File: config.mk
export PLATFORM = sky130hd
export DESIGN_NAME = double_fixed_point_bitwise_not
export DESIGN_NICKNAME = d
export VERILOG_FILES = /design/src/rtl/dfpbn_pkg.sv /design/src/rtl/dfpbn_lzc.sv /design/src/rtl/double_fixed_point_bitwise_not.sv
export SDC_FILE = /design/constraint.sdc
export NUM_CORES = 1
export LEC_CHECK = 0
export BUFFER_PORTS_ARGS = -buffer_cell sky130_fd_sc_hd__buf_4
export CAP_MARGIN = 25
export CELL_PAD_IN_SITES_DETAIL_PLACEMENT = 1
export CELL_PAD_IN_SITES_GLOBAL_PLACEMENT = 2
export CORE_ASPECT_RATIO = 0.75
export CORE_MARGIN = 4
export CORE_UTILIZATION = 40
export CTS_BUF_LIST = sky130_fd_sc_hd__clkbuf_8
export DETAILED_ROUTE_END_ITERATION = 16
export PLACE_DENSITY = 0.85
export SLEW_MARGIN = 20
export SYNTH_ARGS = -nofsm -noshare
export SYNTH_HDL_FRONTEND = slang
export SYNTH_SLANG_ARGS = --single-unit
export TNS_END_PERCENT = 20
File: constraint.sdc
create_clock -name aclk -period 11.5 [get_ports aclk]
set_input_delay 1.725 -clock aclk [delete_from_list [all_inputs] [get_ports aclk]]
set_output_delay 1.725 -clock aclk [all_outputs]
set_load 0.01 [all_outputs]
File: src/rtl/dfpbn_pkg.sv
// Shared constants and stage types for the double bitwise-NOT pipeline.
`timescale 1ns / 1ps
package dfpbn_pkg;

    localparam int unsigned MANT_BITS = 52;
    localparam int unsigned EXP_BITS  = 11;
    localparam logic [EXP_BITS-1:0] EXP_SPECIAL = 11'h7FF;
    localparam logic [12:0] EXP_BIAS = 13'd1023;
    // biased exponent of 2^31, the weight of the top bit of the 32-bit word
    localparam logic [EXP_BITS-1:0] EXP_TOP = 11'd1054;
    localparam int unsigned FRAC_POINT = 21;
    localparam int unsigned LZ_BITS = 6;

    typedef struct packed {
        logic        sign;
        logic        mag_nz;
        logic        special;
        logic        whole;
        logic [31:0] low;
        logic [63:0] aligned;
    } s1_t;

    typedef struct packed {
        logic                zero;
        logic [LZ_BITS-1:0]  lz;
        logic [MANT_BITS:0]  word;
    } s3_t;

endpackage

File: src/rtl/dfpbn_lzc.sv
// Leading-zero count over the 53-bit significand word.
`timescale 1ns / 1ps
module dfpbn_lzc
    import dfpbn_pkg::*;
(
    input  logic [MANT_BITS:0]   word,
    output logic [LZ_BITS-1:0]   lz,
    output logic                 zero
);
    always_comb begin
        lz   = '0;
        zero = 1'b1;
        for (int i = 0; i <= MANT_BITS; i++) begin
            if (word[i]) begin
                lz   = LZ_BITS'(MANT_BITS - i);
                zero = 1'b0;
            end
        end
    end
endmodule

File: src/rtl/double_fixed_point_bitwise_not.sv
// Top level: four-stage pipeline returning the double of ~(uint32)x.
// One operand per cycle unless the output stalls; stages are decode/align,
// negate/invert, leading-zero count, normalize/pack. The whole pipeline
// holds while a result waits on m_ready.
`timescale 1ns / 1ps
module double_fixed_point_bitwise_not
    import dfpbn_pkg::*;
(
    input  logic        aclk,
    input  logic        aresetn,
    input  logic        s_valid,
    output logic        s_ready,
    input  logic [63:0] s_operand_bits,
    output logic        m_valid,
    input  logic        m_ready,
    output logic [63:0] m_result_bits
);
    logic en;
    logic v1_reg, v2_reg, v3_reg, v4_reg;
    s1_t  s1_reg, s1_next;
    logic [MANT_BITS:0] w2_reg, w2_next;
    s3_t  s3_reg, s3_next;
    logic [63:0] res_reg, res_next;

    assign en      = !v4_reg || m_ready;
    assign s_ready = en;
    assign m_valid = v4_reg;
    assign m_result_bits = res_reg;

    // stage 1: decode and align
    logic [EXP_BITS-1:0] expf;
    logic signed [12:0]  e;
    logic [MANT_BITS:0]  mant;
    logic [51:0]         frac_sh;
    logic [12:0]         rsh;
    always_comb begin
        expf = s_operand_bits[62:52];
        e    = $signed({2'b00, expf}) - $signed(EXP_BIAS);
        mant = {1'b1, s_operand_bits[51:0]};
        frac_sh = s_operand_bits[51:0] << e[5:0];
        s1_next.sign    = s_operand_bits[63];
        s1_next.mag_nz  = |s_operand_bits[62:0];
        s1_next.special = (expf == EXP_SPECIAL);
        s1_next.whole   = (e >= 0) && ((e >= 52) || (frac_sh == '0));
        if (e >= 52) begin
            s1_next.low = (e >= 84) ? 32'd0 : 32'((85'(mant)) << (e - 13'sd52));
        end else begin
            s1_next.low = 32'(mant >> 6'(13'sd52 - e));
        end
        rsh = 13'(13'sd31 - e);
        if (e <= 31) begin
            s1_next.aligned = (rsh > 13'd52) ? 64'd0 : (64'(mant) >> rsh[5:0]);
        end else begin
            s1_next.aligned = 64'(mant) << 5'(e - 13'sd31);
        end
    end

    // stage 2: negate, invert, select
    logic [31:0] l2;
    logic [63:0] m2;
    always_comb begin
        l2 = s1_reg.sign ? (32'd0 - s1_reg.low) : s1_reg.low;
        m2 = (s1_reg.sign && s1_reg.mag_nz) ? (64'd0 - s1_reg.aligned) : s1_reg.aligned;
        if (s1_reg.special) begin
            w2_next = s1_reg.sign ? '0 : {32'hFFFF_FFFF, {FRAC_POINT{1'b0}}};
        end else if (s1_reg.whole) begin
            w2_next = {~l2, {FRAC_POINT{1'b0}}};
        end else begin
            w2_next = ~m2[MANT_BITS:0];
        end
    end

    // stage 3: leading-zero count
    logic [LZ_BITS-1:0] lz3_next;
    logic               zero3_next;
    dfpbn_lzc u_lzc (
        .word (w2_reg),
        .lz   (lz3_next),
        .zero (zero3_next)
    );
    always_comb begin
        s3_next.zero = zero3_next;
        s3_next.lz   = lz3_next;
        s3_next.word = w2_reg;
    end

    // stage 4: normalize and pack
    logic [MANT_BITS:0] nrm;
    always_comb begin
        nrm = s3_reg.word << s3_reg.lz;
        if (s3_reg.zero) begin
            res_next = '0;
        end else begin
            res_next = {1'b0, EXP_TOP - EXP_BITS'(s3_reg.lz), nrm[MANT_BITS-1:0]};
        end
    end

    always_ff @(posedge aclk) begin
        if (!aresetn) begin
            v1_reg <= 1'b0;
            v2_reg <= 1'b0;
            v3_reg <= 1'b0;
            v4_reg <= 1'b0;
        end else if (en) begin
            v1_reg <= s_valid;
            v2_reg <= v1_reg;
            v3_reg <= v2_reg;
            v4_reg <= v3_reg;
        end
    end

    always_ff @(posedge aclk) begin
        if (en) begin
            s1_reg  <= s1_next;
            w2_reg  <= w2_next;
            s3_reg  <= s3_next;
            res_reg <= res_next;
        end
    end
endmodule

==> Word-level counts from Yosys, hierarchy flattened <==
Index checks and enable logic that the tools add are counted.
{ "totals": {"regBits": 270, "elab_cells": 118, "inputBits": 68} }
{ "classes": {"eq_ne": 1, "n_mux": 62, "add_sub_neg": 8, "order_cmp": 5, "shifts": 6, "n_bitwise": 2, "reduce_logical": 13} }
{ "ops": {"columns": ["cell", "count"], "rows": [
  ["$mux W53", 6],
  ["$mux W6", 21],
  ["$mux W32", 3],
  ["$mux W5", 16],
  ["$reduce_or A63 Y1", 1],
  ["$not A53 Y53", 1],
  ["$shl A53 B13 Y32", 1],
  ["$shl A53 B5 Y53", 1],
  ["$shl A53 B6 Y52", 1],
  ["$shr A53 B6 Y32", 1],
  ["$shr A53 B6 Y53", 1],
  ["$sub A1 B53 Y53 const A", 1],
  ["$logic_not A52 Y1", 1],
  ["$reduce_or A52 Y1", 1],
  ["$shl A52 B6 Y52", 1],
  ["$mux W4", 8],
  ["$not A32 Y32", 1],
  ["$reduce_or A32 Y1", 1],
  ["$sub A1 B32 Y32 const A", 1],
  ["$reduce_or A16 Y1", 1],
  ["$gt A13 B6 Y1 const B", 1],
  ["$sub A12 B7 Y13 const B", 1],
  ["$sub A6 B12 Y13 const A", 1],
  ["$ge A12 B1 Y1 const B", 1],
  ["other kinds (17)", 24]
]} }

==> Logic depth before layout (Yosys ltp) <==
{ "logic_depth": {"word_depth": 52, "ltp_mapped": 19} }

==> Cells and area by module <==
Synthesis repeated with hierarchy kept, for this count alone.
{ "unflattened": {"hier_cells": 2910, "hier_area_um2": 25502.0} }
{ "by_module_without_submodules": {"columns": ["module", "area_each_um2", "seq_area_each_um2", "n_inst", "cells_per_inst"], "rows": [
  ["double_fixed_point_bitwise_not", 24825.1, 8007.7, 1, 2794],
  ["dfpbn_lzc", 676.9, 0.0, 1, 116]
]} }

==> Worst setup path after synthesis <==
OpenSTA, ideal clock, no wires.
{ "synth_timing": {"path_type": "input-to-output", "startpoint": "input port m_ready", "endpoint": "output port s_ready", "path_stages": 2, "path_slack_ns": 0.595, "required_time_ns": 9.775, "arrival_ns": 9.180, "cell_sequence": "nand2b_1 -> clkbuf_1"} }
{ "synth_between": {"elab_chain_cells": 1} }
{ "synth_lines": {"columns": ["item", "line_no", "source"], "rows": [
  ["from (decl)", "double_fixed_point_bitwise_not.sv:15", "input logic m_ready,"],
  ["$logic_or A1 B1 Y1", "double_fixed_point_bitwise_not.sv:25", "assign en = !v4_reg || m_ready;"],
  ["to (decl)", "double_fixed_point_bitwise_not.sv:12", "output logic s_ready,"]
]} }
No other way between the ends.

==> run_results.csv <==
group,metric,value,unit
outcome,outcome,"finished, final reports clean",
timing,tightestPinTransition,1.156,ns
layout,layout_commonest_cell,"nor2_1",
cts,postCtsSetupBuffers,0,
floorplan,ioPinCount,134,
cts,cts.clk_slew.worst_paths,0.07,ns
place,placement.cell_area,0.02600,mm^2
yosys,async_set_reset_flop_share_out_of_synthesis,0,
floorplan,die_w,293.8,um
place,dp_worst_setup_slack,4.304,ns
layout,final_area,0.02691,mm^2
cts,clkSinkCount,268,
yosys,synth-adder-area-share,0.008683,
yosys,synthDominantAreaCellType,"edfxtp_1",
timing,slew_viol_final,0,
worst_setup_path,r2r_setup_slack,7.26,ns
pwr,pwr_density_cell,184.0,mW/mm^2
yosys,avgSynthCellArea,8.444,um^2
timing,timing.setup.tns,0,ns
cts,bufs_on_longest_clock_path,3,
layout,multi_input_area,0.01538,mm^2
yosys,synth_top_area_share,0.3236,
layout,layout_common_cells,"435 x nor2_1, 314 x nand2_1, 272 x mux2i_1, 264 x edfxtp_1, 207 x o21ai_0",
worst_setup_path,max_stage_delay,0.86,ns
layout,flow.area_growth_from_synthesis,9.863,%
layout,largest_register_ffs,89,
yosys,synth.mux.area_fraction,0.2095,
floorplan,die-height,222.3,um
route,detailedRoute.firstPassIterationCount,5,
yosys,synth-seq-cells,268,
worst_setup_path,criticalPathCategory,"in -> reg",
yosys,yosys.area_share.simple,0.1816,
floorplan,row_count,78,
route,first_iter_violations,3508,
min_path,hold_class,"reg -> reg",
timing,worst_clock_skew,0.06379,ns
cts,cts_max_level,2,
route,vias_per_cell,6.591,
timing,timing_hold_violations_final,0,
yosys,post_synth_main_area_contributors,"edfxtp_1 32%, mux2i_1 11%, nor2_1 6.7%",
worst_setup_path,cp_max_fo,54,
place,gp_congestion,1.056,
timing,min_period,6.937,ns
cts,cts-hold-fix-buffers,0,
yosys,synth_flop_cell,"edfxtp_1",
route,routedWlPerCell,30.07,um
place,post-dp-hpwl,87.73,mm
layout,layoutNonFillerInstCount,3727,
worst_setup_path,worstPathRequired,11.93,ns
floorplan,fp.coreArea,0.06051,mm^2
worst_setup_path,critical-path-top-delay-family,"buffers and inverters",
timing,rsz0062_at_grt,"no",
floorplan,total_die_area,0.06531,mm^2
global_route,grt_pass1_wl,163.4,mm
global_route,groute.usage.overall,0.3315,
cts,tritoncts.num_buffers,44,
yosys,synth_enable_flop_cells,264,
worst_setup_path,setup.worst_path.start_class,"primary input",
cts,cts_resized,0,
global_route,vias_in_the_first_global_route,23470,
cts,clock_insertion_delay_worst_skew,0.62,ns
yosys,synthesized_netlist_net_count,2986,
global_route,grt_start_max_net_pins,141,
route,routed_wire_length,112.1,mm
route,route.antenna.remaining_nets,0,
yosys,synth_compound_area_frac,0.1962,
worst_setup_path,critPathSlowestCell,"nor2_1",
floorplan,initial_utilization,0.4048,
timing,final_clock_period_utilization_by_the_worst_path,0.6033,
global_route,overall_overflow_remaining_after_global_route,0,
yosys,synth.lib_cells_used.distinct,82,
yosys,synthesis.yosys.warnings,0,
worst_setup_path,worstPathCellList,"buf_4 -> ha_1 -> xor2_4 -> inv_2 -> buf_4 -> ha_1 -> nand3_1 -> a41o_1 -> a211oi_1 -> nand3_1 -> buf_4 -> nor2_1 -> a32o_1",
layout,layout-drive-gt1-share,0.1542,
route,route.vias.total,24570,
layout,n_fill_cell,7122,
timing,max_freq,0.1441,GHz
timing,fin_ws,4.563,ns
place,dp.cells,3645,
layout,count_of_nets_after_finishing,2977,
yosys,largest_family_of_logic_cells_by_synthesized_area,"multiplexers",
layout,ff_latch_area,0.008008,mm^2
worst_setup_path,worst-endpoint-arrival,7.37,ns
cts,ctsRootBufferMaster,"clkbuf_8",
yosys,postSynthCellCount,2901,
yosys,portion_of_the_post_synthesis_area_used_by_sequential_elements,0.3269,
worst_setup_path,worst-path-buf-inv,4,
layout,final_util,0.4448,
cts,cts_tree,"yes",
pwr,ir_drop,93.44,uV
place,numPortBuffers,132,
run,drv.max_cap_violation_count,0,
global_route,grt_antenna_before_repair,8,
yosys,syn-cell-area,0.02450,mm^2
timing,worst_slew_margin_rel,0.2209,
worst_setup_path,timing.critical_path.to_type,"flip-flop",
yosys,share_of_the_synthesized_netlist_area_taken_by_xor_and_xnor_gates,0.02682,
timing,number_of_setup_violations_in_the_final_report,0,
route,remaining_drc_errors,0,
worst_setup_path,crit_top_cell,"buf_4",
pwr,power.leakage,10.57,nW
-- final timing paths --
check	start	end	cells after the start
max reg2reg	s1_reg[65]$_DFFE_PP_	w2_reg[47]$_DFFE_PP_	9
min reg2reg	w2_reg[22]$_DFFE_PP_	s3_reg[22]$_DFFE_PP_	0
max	s_operand_bits[52]	s1_reg[37]$_DFFE_PP_	13
min	w2_reg[22]$_DFFE_PP_	s3_reg[22]$_DFFE_PP_	0
-- final cells by class --
cell class	instances	share of cell area
inverters	68	0.009484
well taps	800	0.03719
repair buffers	177	0.05054
flip-flops and latches	268	0.2975
multi-input cells	2333	0.5717
clock buffers	44	0.02250
diodes	2	0.0001860
clock inverters	35	0.01088
-- per-stage QoR --
step | total power [W] | hold WS, ns
2_1_floorplan | 0.003025 | 0.4344
3_3_place_gp | 0.003896 | 0.4466
3_5_place_dp | 0.003962 | 0.4664
4_1_cts | 0.004873 | 0.4859
5_1_grt | 0.005190 | 0.4960
6_report | 0.004951 | 0.4587
-- report_power, final --
| group | switching, W | total, W | internal [W] |
|---|---|---|---|
| Clock | 0.000428 | 0.000902 | 0.000474 |
| Sequential | 0.000218 | 0.00161 | 0.00139 |
| Combinational | 0.00155 | 0.00244 | 0.000894 |
| Total | 0.00220 | 0.00495 | 0.00276 |
-- kinds of logic (layout without fill, tap and decap cells) --
family          count (synthesis)  in the layout
fa+ha+maj                      17             17
compound gates                780            780
mux                           442            442
buf+inv                       300            324
simple gates                 1018           1018
flops                         268            268
other cells                     1              3
xor+xnor                       75             75
-- layer usage --
layer  routed length, um  up-vias  track usage
met1               51360    12350       0.5118
met2               43690     1264       0.4434
li1                    -    10800            -
met3               14820      147       0.1194
met4                2149        8      0.05527
met5                  50        -            0
-- synthesized netlist by cell type (12+ instances only) --
master    instances
or3_1            26
mux4_2           44
mux2_2          126
clkbuf_1        166
xnor2_1          51
o31ai_1          21
a31oi_1          49
o311ai_0         12
inv_1            62
nand2b_1         20
o22a_1           18
nor4_1           37
nand3_1          46
xor2_1           24
nor3_1           52
ha_1             17
nand2_1         314
o22ai_1          99
buf_1            45
a21oi_1         201
edfxtp_1        264
nor2b_1          13
o21ai_0         209
nor2_1          435
o211ai_1         20
o32ai_1          14
mux2i_1         272
a211oi_1         48
and3_1           17
or4_1            13
-- worst register-to-register path: cells and delay by family, from the launching register on --
family                     cells  cell delay [ns]
and+or+nand+nor                5             2.44
DFF                            1             0.50
buffers and inverters          1             0.14
adders and majority gates      1             0.23
AOI/OAI and AO/OA              2             0.71
Note: power is estimated with default switching activity, not from simulation.
